--- config.mk ---
export PLATFORM = sky130hd
export DESIGN_NAME = ordered_list_insert_delete_top_flat
export DESIGN_NICKNAME = d
export VERILOG_FILES = /design/src/rtl/olid_pkg.sv /design/src/rtl/olid_if.sv /design/src/rtl/olid_ram.sv /design/src/rtl/olid_seq.sv /design/src/rtl/ordered_list_insert_delete_top.sv /design/src/flat_wrapper.sv
export SDC_FILE = /design/constraint.sdc
export NUM_CORES = 1
export LEC_CHECK = 0
export BUFFER_PORTS_ARGS = -buffer_cell sky130_fd_sc_hd__buf_2
export CAP_MARGIN = 5
export CORE_ASPECT_RATIO = 1.75
export CORE_UTILIZATION = 40
export DETAILED_ROUTE_END_ITERATION = 8
export HOLD_SLACK_MARGIN = 0.03
export SLEW_MARGIN = 0
export SYNTH_ARGS = -nofsm -noshare
export SYNTH_HDL_FRONTEND = slang
export SYNTH_HIERARCHICAL = 1
export SYNTH_SLANG_ARGS = --single-unit
--- constraint.sdc ---
create_clock -name clk -period 5.9 [get_ports clk]
set_clock_uncertainty 0.2 [all_clocks]
set_input_delay 0.295 -clock clk [delete_from_list [all_inputs] [get_ports clk]]
set_output_delay 0.295 -clock clk [all_outputs]
set_load 0.005 [all_outputs]
--- src/rtl/olid_pkg.sv ---
// Package for the ordered list block: sizes, operation and status codes,
// sequencer states and the response struct. No dependencies.
package olid_pkg;

  localparam int CAPACITY = 16;
  localparam int ADDR_W   = $clog2(CAPACITY);
  localparam int CNT_W    = $clog2(CAPACITY + 1);
  localparam int DATA_W   = 32;

  typedef enum logic [1:0] {
    MODE_INSERT  = 2'd0,
    MODE_DELETE  = 2'd1,
    MODE_DISPLAY = 2'd2
  } mode_t;

  typedef enum logic [2:0] {
    STS_INSERTED  = 3'd0,
    STS_DELETED   = 3'd1,
    STS_NOT_FOUND = 3'd2,
    STS_EMPTY     = 3'd3,
    STS_FULL      = 3'd4,
    STS_ELEMENT   = 3'd5
  } status_t;

  typedef enum logic [2:0] {
    S_IDLE,
    S_SCAN,
    S_SHIFT,
    S_DISP,
    S_RESP
  } state_t;

  // One result handed from the sequencer to the output register.
  typedef struct packed {
    logic               vld;
    status_t            status;
    logic [DATA_W-1:0]  element;
    logic               last;
  } rsp_t;

endpackage

--- src/rtl/olid_if.sv ---
// Request and result channel interfaces (valid/ready) for the ordered list.
// Depends on olid_pkg for the field widths.
interface olid_in_if import olid_pkg::*; ();
  logic                     valid;
  logic                     ready;
  logic [1:0]               mode;
  logic signed [DATA_W-1:0] value;

  modport source (output valid, mode, value, input ready);
  modport sink   (input valid, mode, value, output ready);
endinterface

interface olid_out_if import olid_pkg::*; ();
  logic                     valid;
  logic                     ready;
  logic [2:0]               status;
  logic signed [DATA_W-1:0] element;
  logic                     last;

  modport source (output valid, status, element, last, input ready);
  modport sink   (input valid, status, element, last, output ready);
endinterface

--- src/rtl/olid_ram.sv ---
// Generic single-write, single-read RAM with registered read data.
// Read data holds when no read is enabled. No dependencies.
module olid_ram #(
  parameter int WIDTH = 32,
  parameter int DEPTH = 16
) (
  input  logic                     clk,
  input  logic                     we,
  input  logic [$clog2(DEPTH)-1:0] waddr,
  input  logic [WIDTH-1:0]         wdata,
  input  logic                     re,
  input  logic [$clog2(DEPTH)-1:0] raddr,
  output logic [WIDTH-1:0]         rdata
);

  logic [WIDTH-1:0] mem [DEPTH];

  always_ff @(posedge clk) begin
    if (we) begin
      mem[waddr] <= wdata;
    end
    if (re) begin
      rdata <= mem[raddr];
    end
  end

endmodule

--- src/rtl/olid_seq.sv ---
// Sequencer for the ordered list: entry count, walk pointer, one shared
// comparator and the list operations. Depends on olid_pkg.
module olid_seq import olid_pkg::*; (
  input  logic              clk,
  input  logic              rst_n,
  input  logic              in_valid,
  input  logic [1:0]        in_mode,
  input  logic [DATA_W-1:0] in_value,
  output logic              in_ready,
  input  logic              slot_free,
  output rsp_t              rsp,
  output logic              ram_we,
  output logic [ADDR_W-1:0] ram_waddr,
  output logic [DATA_W-1:0] ram_wdata,
  output logic              ram_re,
  output logic [ADDR_W-1:0] ram_raddr,
  input  logic [DATA_W-1:0] ram_rdata
);

  state_t            state_r, state_nxt;
  logic [CNT_W-1:0]  count_r, count_nxt;
  logic [CNT_W-1:0]  ptr_r, ptr_nxt;     // next entry to read
  logic [ADDR_W-1:0] wr_idx_r, wr_idx_nxt;
  logic [DATA_W-1:0] value_r, value_nxt;
  status_t           sts_r, sts_nxt;
  logic              more;               // entries left to read
  logic              hit;                // shared comparator

  assign more = (ptr_r < count_r);
  assign hit  = (ram_rdata == value_r);

  always_ff @(posedge clk) begin
    if (!rst_n) begin
      state_r <= S_IDLE;
      count_r <= '0;
    end else begin
      state_r <= state_nxt;
      count_r <= count_nxt;
    end
    ptr_r    <= ptr_nxt;
    wr_idx_r <= wr_idx_nxt;
    value_r  <= value_nxt;
    sts_r    <= sts_nxt;
  end

  always_comb begin
    state_nxt   = state_r;
    count_nxt   = count_r;
    ptr_nxt     = ptr_r;
    wr_idx_nxt  = wr_idx_r;
    value_nxt   = value_r;
    sts_nxt     = sts_r;
    in_ready    = 1'b0;
    rsp         = '0;
    rsp.status  = sts_r;
    ram_we      = 1'b0;
    ram_waddr   = wr_idx_r;
    ram_wdata   = ram_rdata;
    ram_re      = 1'b0;
    ram_raddr   = ptr_r[ADDR_W-1:0];

    unique case (state_r)
      S_IDLE: begin
        in_ready = 1'b1;
        if (in_valid) begin
          value_nxt = in_value;
          ptr_nxt   = CNT_W'(1);
          unique case (in_mode)
            MODE_INSERT: begin
              if (count_r == CNT_W'(CAPACITY)) begin
                sts_nxt = STS_FULL;
              end else begin
                ram_we    = 1'b1;
                ram_waddr = count_r[ADDR_W-1:0];
                ram_wdata = in_value;
                count_nxt = count_r + CNT_W'(1);
                sts_nxt   = STS_INSERTED;
              end
              state_nxt = S_RESP;
            end
            MODE_DELETE, MODE_DISPLAY: begin
              if (count_r == '0) begin
                sts_nxt   = STS_EMPTY;
                state_nxt = S_RESP;
              end else begin
                ram_re    = 1'b1;
                ram_raddr = '0;
                state_nxt = (in_mode == MODE_DELETE) ? S_SCAN : S_DISP;
              end
            end
            default: ;  // unused code: dropped
          endcase
        end
      end

      // rdata holds entry ptr_r-1
      S_SCAN: begin
        if (hit) begin
          if (more) begin
            ram_re     = 1'b1;
            ptr_nxt    = ptr_r + CNT_W'(1);
            wr_idx_nxt = ADDR_W'(ptr_r - CNT_W'(1));
            state_nxt  = S_SHIFT;
          end else begin
            count_nxt = count_r - CNT_W'(1);
            sts_nxt   = STS_DELETED;
            state_nxt = S_RESP;
          end
        end else if (more) begin
          ram_re  = 1'b1;
          ptr_nxt = ptr_r + CNT_W'(1);
        end else begin
          sts_nxt   = STS_NOT_FOUND;
          state_nxt = S_RESP;
        end
      end

      // close up: entry ptr_r-1 moves to wr_idx_r
      S_SHIFT: begin
        ram_we     = 1'b1;
        wr_idx_nxt = wr_idx_r + ADDR_W'(1);
        if (more) begin
          ram_re  = 1'b1;
          ptr_nxt = ptr_r + CNT_W'(1);
        end else begin
          count_nxt = count_r - CNT_W'(1);
          sts_nxt   = STS_DELETED;
          state_nxt = S_RESP;
        end
      end

      // rdata holds entry ptr_r-1 until it is sent
      S_DISP: begin
        if (slot_free) begin
          rsp.vld     = 1'b1;
          rsp.status  = STS_ELEMENT;
          rsp.element = ram_rdata;
          rsp.last    = ~more;
          if (more) begin
            ram_re  = 1'b1;
            ptr_nxt = ptr_r + CNT_W'(1);
          end else begin
            state_nxt = S_IDLE;
          end
        end
      end

      S_RESP: begin
        if (slot_free) begin
          rsp.vld   = 1'b1;
          rsp.last  = 1'b1;
          state_nxt = S_IDLE;
        end
      end

      default: state_nxt = S_IDLE;
    endcase
  end

  a_count_bound: assert property (@(posedge clk) disable iff (!rst_n)
    count_r <= CNT_W'(CAPACITY))
    else $error("entry count above capacity");

  a_rsp_slot: assert property (@(posedge clk) disable iff (!rst_n)
    rsp.vld |-> slot_free)
    else $error("result issued into an occupied output slot");

  a_shift_addr: assert property (@(posedge clk) disable iff (!rst_n)
    (state_r == S_SHIFT) |-> (CNT_W'(wr_idx_r) + CNT_W'(1) < count_r))
    else $error("shift writes beyond the live entries");

  a_insert_count: assert property (@(posedge clk) disable iff (!rst_n)
    (state_r == S_IDLE && in_valid && in_mode == MODE_INSERT &&
     count_r != CNT_W'(CAPACITY)) |=> (count_r == $past(count_r) + CNT_W'(1)))
    else $error("insert did not grow the list");

endmodule

--- src/rtl/ordered_list_insert_delete_top.sv ---
// Top level of the ordered list block: RAM, sequencer and output register.
// Depends on olid_pkg, olid_if, olid_ram and olid_seq.
//
// Keeps up to CAPACITY (16) signed 32-bit values in insertion order in a
// small RAM with one write and one registered read port. A request is taken
// only while the sequencer is idle. Insert writes the entry on acceptance
// and then answers inserted; insert on a full list answers full. Delete
// reads the entries one per cycle from the head with one shared comparator
// until a match, then closes up the later entries at one read and one
// write per cycle; no match answers not found, an empty list answers
// empty. Display streams one entry per cycle from head to tail while the
// output slot is free, marking the tail with last; an empty list gives one
// empty result. Every rate figure is set by the single RAM read port. The
// output register lets a finished result wait for the sink while the
// sequencer goes on; a sink stall holds the sequencer back whenever it has
// its next result ready before the register has drained, which for display
// is every entry.
// Mode 3 is taken and dropped with no result.
module ordered_list_insert_delete_top import olid_pkg::*; (
  input  logic      clk,
  input  logic      rst_n,
  olid_in_if.sink   in_ch,
  olid_out_if.source out_ch
);

  rsp_t              rsp;
  logic              slot_free;
  logic              ram_we, ram_re;
  logic [ADDR_W-1:0] ram_waddr, ram_raddr;
  logic [DATA_W-1:0] ram_wdata, ram_rdata;

  logic              out_valid_r;
  logic [2:0]        out_status_r;
  logic [DATA_W-1:0] out_element_r;
  logic              out_last_r;

  // the slot takes a new result when empty or drained this cycle
  assign slot_free = ~out_valid_r | out_ch.ready;

  olid_ram #(
    .WIDTH (DATA_W),
    .DEPTH (CAPACITY)
  ) u_ram (
    .clk   (clk),
    .we    (ram_we),
    .waddr (ram_waddr),
    .wdata (ram_wdata),
    .re    (ram_re),
    .raddr (ram_raddr),
    .rdata (ram_rdata)
  );

  olid_seq u_seq (
    .clk       (clk),
    .rst_n     (rst_n),
    .in_valid  (in_ch.valid),
    .in_mode   (in_ch.mode),
    .in_value  (in_ch.value),
    .in_ready  (in_ch.ready),
    .slot_free (slot_free),
    .rsp       (rsp),
    .ram_we    (ram_we),
    .ram_waddr (ram_waddr),
    .ram_wdata (ram_wdata),
    .ram_re    (ram_re),
    .ram_raddr (ram_raddr),
    .ram_rdata (ram_rdata)
  );

  // output register: valid under reset, payload loads with each result
  always_ff @(posedge clk) begin
    if (!rst_n) begin
      out_valid_r <= 1'b0;
    end else if (rsp.vld) begin
      out_valid_r <= 1'b1;
    end else if (out_ch.ready) begin
      out_valid_r <= 1'b0;
    end
    if (rsp.vld) begin
      out_status_r  <= rsp.status;
      out_element_r <= rsp.element;
      out_last_r    <= rsp.last;
    end
  end

  assign out_ch.valid   = out_valid_r;
  assign out_ch.status  = out_status_r;
  assign out_ch.element = out_element_r;
  assign out_ch.last    = out_last_r;

endmodule
--- src/flat_wrapper.sv ---
// flat-port wrapper written by rule: the top's interface ports become plain ports
module ordered_list_insert_delete_top_flat import olid_pkg::*;
  (clk, rst_n, in_ch_valid, in_ch_mode, in_ch_value, in_ch_ready, out_ch_valid, out_ch_status, out_ch_element, out_ch_last, out_ch_ready);
  olid_in_if in_ch_i ();
  olid_out_if out_ch_i ();
  input  logic clk;
  input  logic rst_n;
  input wire logic [$bits(in_ch_i.valid)-1:0] in_ch_valid;
  input wire logic [$bits(in_ch_i.mode)-1:0] in_ch_mode;
  input wire logic [$bits(in_ch_i.value)-1:0] in_ch_value;
  output wire logic [$bits(in_ch_i.ready)-1:0] in_ch_ready;
  output wire logic [$bits(out_ch_i.valid)-1:0] out_ch_valid;
  output wire logic [$bits(out_ch_i.status)-1:0] out_ch_status;
  output wire logic [$bits(out_ch_i.element)-1:0] out_ch_element;
  output wire logic [$bits(out_ch_i.last)-1:0] out_ch_last;
  input wire logic [$bits(out_ch_i.ready)-1:0] out_ch_ready;
  assign in_ch_i.valid = in_ch_valid;
  assign in_ch_i.mode = in_ch_mode;
  assign in_ch_i.value = in_ch_value;
  assign in_ch_ready = in_ch_i.ready;
  assign out_ch_valid = out_ch_i.valid;
  assign out_ch_status = out_ch_i.status;
  assign out_ch_element = out_ch_i.element;
  assign out_ch_last = out_ch_i.last;
  assign out_ch_i.ready = out_ch_ready;
  ordered_list_insert_delete_top u_core (.clk(clk), .rst_n(rst_n), .in_ch(in_ch_i), .out_ch(out_ch_i));
endmodule
==> impl_metrics.ini <==
[global_routing]
first_global_vias = 13200
maximum_number_of_pins_on_one_net_before_global_route_repair = 129
grt_antenna_before_repair = 0
groute.usage.overall_pct = 19.9
grt_first_pass_wirelength_um = 90400
globalRoute.totalOverflow = 0

[yosys]
synth.top_cells.by_area = sky130_fd_sc_hd__edfxtp_1 (75%), sky130_fd_sc_hd__mux4_2 (12%), sky130_fd_sc_hd__nand2_1 (2.1%), sky130_fd_sc_hd__a22oi_1 (1.9%), sky130_fd_sc_hd__xor2_1 (1.3%)
most_common_library_cells_after_synthesis = sky130_fd_sc_hd__edfxtp_1 (624), sky130_fd_sc_hd__nand2_1 (142), sky130_fd_sc_hd__mux4_2 (128)
syn-num-nets = 1333
yosys_warnings = 6
largest_area_contributor_in_the_netlist = sky130_fd_sc_hd__edfxtp_1
ys_types = 59
ys_seq_elements = 633
ys_seq_area_share_pct = 76.0
avg_synthesized_cell_area_um2 = 19.4
synth_enable_flop_cells = 624
ys_dominant_reg_cell = sky130_fd_sc_hd__edfxtp_1
post-synth-top-count-cell = sky130_fd_sc_hd__edfxtp_1
asyncSetResetFlopFracSynth_pct = 0
synth_top_area_share_pct = 75.3
postSynthCellCount = 1282
netlist_area_mm2 = 0.0249

[pwr]
power_per_cell_area_mw_per_mm2 = 491
power.leakage_nw = 9.49
vdd_ir_drop_max_v = 0.000457

[cells_and_area]
p_r_area_growth_vs_syn_pct = 14.2
layout-drive-gt1-share_pct = 24.4
final_cell_area_mm2 = 0.0284
antennaDiodeCount = 0
filler_cell_count = 5132
final_nets = 1466

[timing]
fmax_mhz = 215
setup_repair_after_global_routing_missed_its_margin = no
timing.final.max_slew_violations = 0
final.min_clock_period_ps = 4660
timing.final.crit_share_pct = 79.0
max-slew-margin-rel_pct = 28.2
finalSetupTns_ps = 0
setup_viol = 0
tightestPinTransition_ps = 1070
report.final.hold_viol_count = 0

[critical_path]
critical_path.reg2reg.startpoint = u_core/u_seq/state_r[1]$_SDFFE_PN0P_
critical-path-slowest-cell = sky130_fd_sc_hd__nor2_4
worst_ep_arrival_time_ps = 4740
critical_path.cell_chain = or3_4 -> clkinv_2 -> and3_1 -> nand2_2 -> a22o_1 -> or3b_2 -> nor2_4 -> buf_4
critical_path_class = register to register
worst-r2r-cell-count = 8
critPathRequiredTime_ps = 5990
cp_slowest_stage_delay_ps = 790
cp-startpoint = u_core/u_seq/state_r[1]$_SDFFE_PN0P_
worst-path-max-fanout = 36
cp_capture_type = register
crit_path_start_kind = register

[clock_network]
tritoncts.num_buffers = 53
clkLatencyLatePin_ps = 600
ctsRootBufferMaster = sky130_fd_sc_hd__clkbuf_16
clock_sink_count = 633
cts.repair_timing.setup_buffer_count = 0
clock_tree.htree_level_count = 2
cts_tree = yes
hold_fix_buffers_cts = 33
cts_resized = 0
clk_pin_slew_worst_paths_ps = 60
clockBufferDepth = 3

[floorplan]
die-height_um = 332
initial_utilization_pct = 40.5
std_cell_rows = 120
design.die.area_mm2 = 0.0633
boundaryPins = 76
area_of_the_core_region_mm2 = 0.0614
die-width_um = 191

[detailed_routing]
drt-met1-wl_um = 23300
via_count = 12700
wirelength_um = 61800
met3RoutedLength_um = 3050
viasPerCell = 5.67
routed.top_layer = met4
drc = 0
ant_nets = 0
wl_met2_um = 33200
routed_wire_length_per_instance_um = 27.5
detail_route.first_pass.iterations = 5
drt_iter0_drcs = 1046

[place]
place.detailed.hpwl_um = 36600
port-buffer-count = 75
gp_congestion = 0.845
placement.cell_area_mm2 = 0.0263

[worst_hold_path]
worstHoldPathType = input port to register
hold_path.startpoint = in_ch_mode[0]
worstHoldPathCells = 5

[run]
max_cap_viols = 0

[run_status]
result_of_the_run = complete, no violations
==> sequential cells by signal, summed over array words and instances, names as in the netlist <==
name and flops:
u_core/out_ch.element 32, u_core/out_ch.last 1, u_core/out_ch.status 3, u_core/out_ch.valid 1
u_core/u_ram/mem 512, u_core/u_ram/rdata 32, u_core/u_seq/count_r 5, u_core/u_seq/ptr_r 5
u_core/u_seq/state_r 3, u_core/u_seq/sts_r 3, u_core/u_seq/value_r 32, u_core/u_seq/wr_idx_r 4
==> metal layers <==
metal / track usage, % / vias up
met5: 0 / -
met4: 7.37 / 0
met3: 2.29 / 105
met2: 35.7 / 434
met1: 24.3 / 6787
li1: - / 5407
==> layout make-up <==
cell class	instances	area (um2)	area share [%]
Multi-Input combinational cell	570	5720	20.1
Inverter	16	61.3	0.216
Timing Repair Buffer	141	978	3.44
Clock inverter	32	368	1.29
Sequential cell	633	18900	66.5
Tap cell	793	992	3.49
Clock buffer	61	1400	4.92
==> path summary, 6_finish.rpt <==
| path | endpoint | slack, ps |
|---|---|---|
| worst max-delay path | u_core/u_ram/mem[2][2]$_DFFE_PP_ | 1240 |
| worst min-delay path | u_core/u_seq/state_r[1]$_SDFFE_PN0P_ | 130 |
| worst max register to register | u_core/u_ram/mem[2][2]$_DFFE_PP_ | 1240 |
| worst min register to register | u_core/u_seq/count_r[0]$_SDFFE_PN0P_ | 370 |
==> report_power, final <==
group / switching, mW / internal (mW)
Clock: 1.58 / 2.05
Sequential: 0.264 / 6.05
Combinational: 2.55 / 1.47
Total: 4.38 / 9.57
==> critical path: cells and delay by family, from the launching register on <==
family / cells / cell delay [ps]
buf+inv: 2 / 460
simple gates: 5 / 2810
flops: 1 / 410
compound gates: 1 / 460
==> cells in the final DEF (no fill, tap or decap), types with 6 or more instances in the layout <==
| cell type | Yosys | routed |
|---|---|---|
| sky130_fd_sc_hd__nor2_1 | 30 | 16 |
| sky130_fd_sc_hd__bufinv_16 | 0 | 8 |
| sky130_fd_sc_hd__dfxtp_1 | 9 | 9 |
| sky130_fd_sc_hd__o21ai_0 | 14 | 14 |
| sky130_fd_sc_hd__xnor2_1 | 6 | 6 |
| sky130_fd_sc_hd__edfxtp_1 | 624 | 624 |
| sky130_fd_sc_hd__inv_1 | 15 | 15 |
| sky130_fd_sc_hd__buf_4 | 11 | 31 |
| sky130_fd_sc_hd__a22oi_1 | 64 | 64 |
| sky130_fd_sc_hd__xor2_1 | 38 | 38 |
| sky130_fd_sc_hd__clkbuf_1 | 25 | 6 |
| sky130_fd_sc_hd__nor2_4 | 0 | 13 |
| sky130_fd_sc_hd__and3_1 | 34 | 34 |
| sky130_fd_sc_hd__nand2_1 | 142 | 141 |
| sky130_fd_sc_hd__clkinv_2 | 1 | 11 |
| sky130_fd_sc_hd__ha_1 | 12 | 12 |
| sky130_fd_sc_hd__nand3_1 | 8 | 8 |
| sky130_fd_sc_hd__clkinv_1 | 0 | 9 |
| sky130_fd_sc_hd__dlygate4sd3_1 | 0 | 33 |
| sky130_fd_sc_hd__clkbuf_16 | 0 | 55 |
| sky130_fd_sc_hd__nor4_1 | 9 | 9 |
| sky130_fd_sc_hd__mux4_2 | 128 | 128 |
| sky130_fd_sc_hd__a21oi_1 | 12 | 10 |
| sky130_fd_sc_hd__buf_2 | 12 | 75 |
==> kinds of logic (layout without fill, tap and decap cells) <==
kind of cell    after synthesis  in the layout  share of synthesized area, %
buf+inv                      79            250                          1.71
flops                       633            633                          76.0
fa+ha+maj                    13             13                         0.684
compound gates              119            119                          3.45
xor+xnor                     44             44                          1.55
mux                         129            129                          11.6
simple gates                265            265                          4.97
==> metrics by stage <==
stage	hold WS, ps	std cells	util, %	setup slack (ps)	power (mW)
after floorplan	194	1282	-	957	9.02
after global placement	293	2120	42.9	1390	10.4
after detailed placement	293	2120	42.9	1290	10.5
after CTS	81.7	2246	46.3	1260	14.1
after global routing	133	2246	46.3	1130	14.5
final	127	2246	46.3	1240	14.0
(Power assumes the default switching activity.)
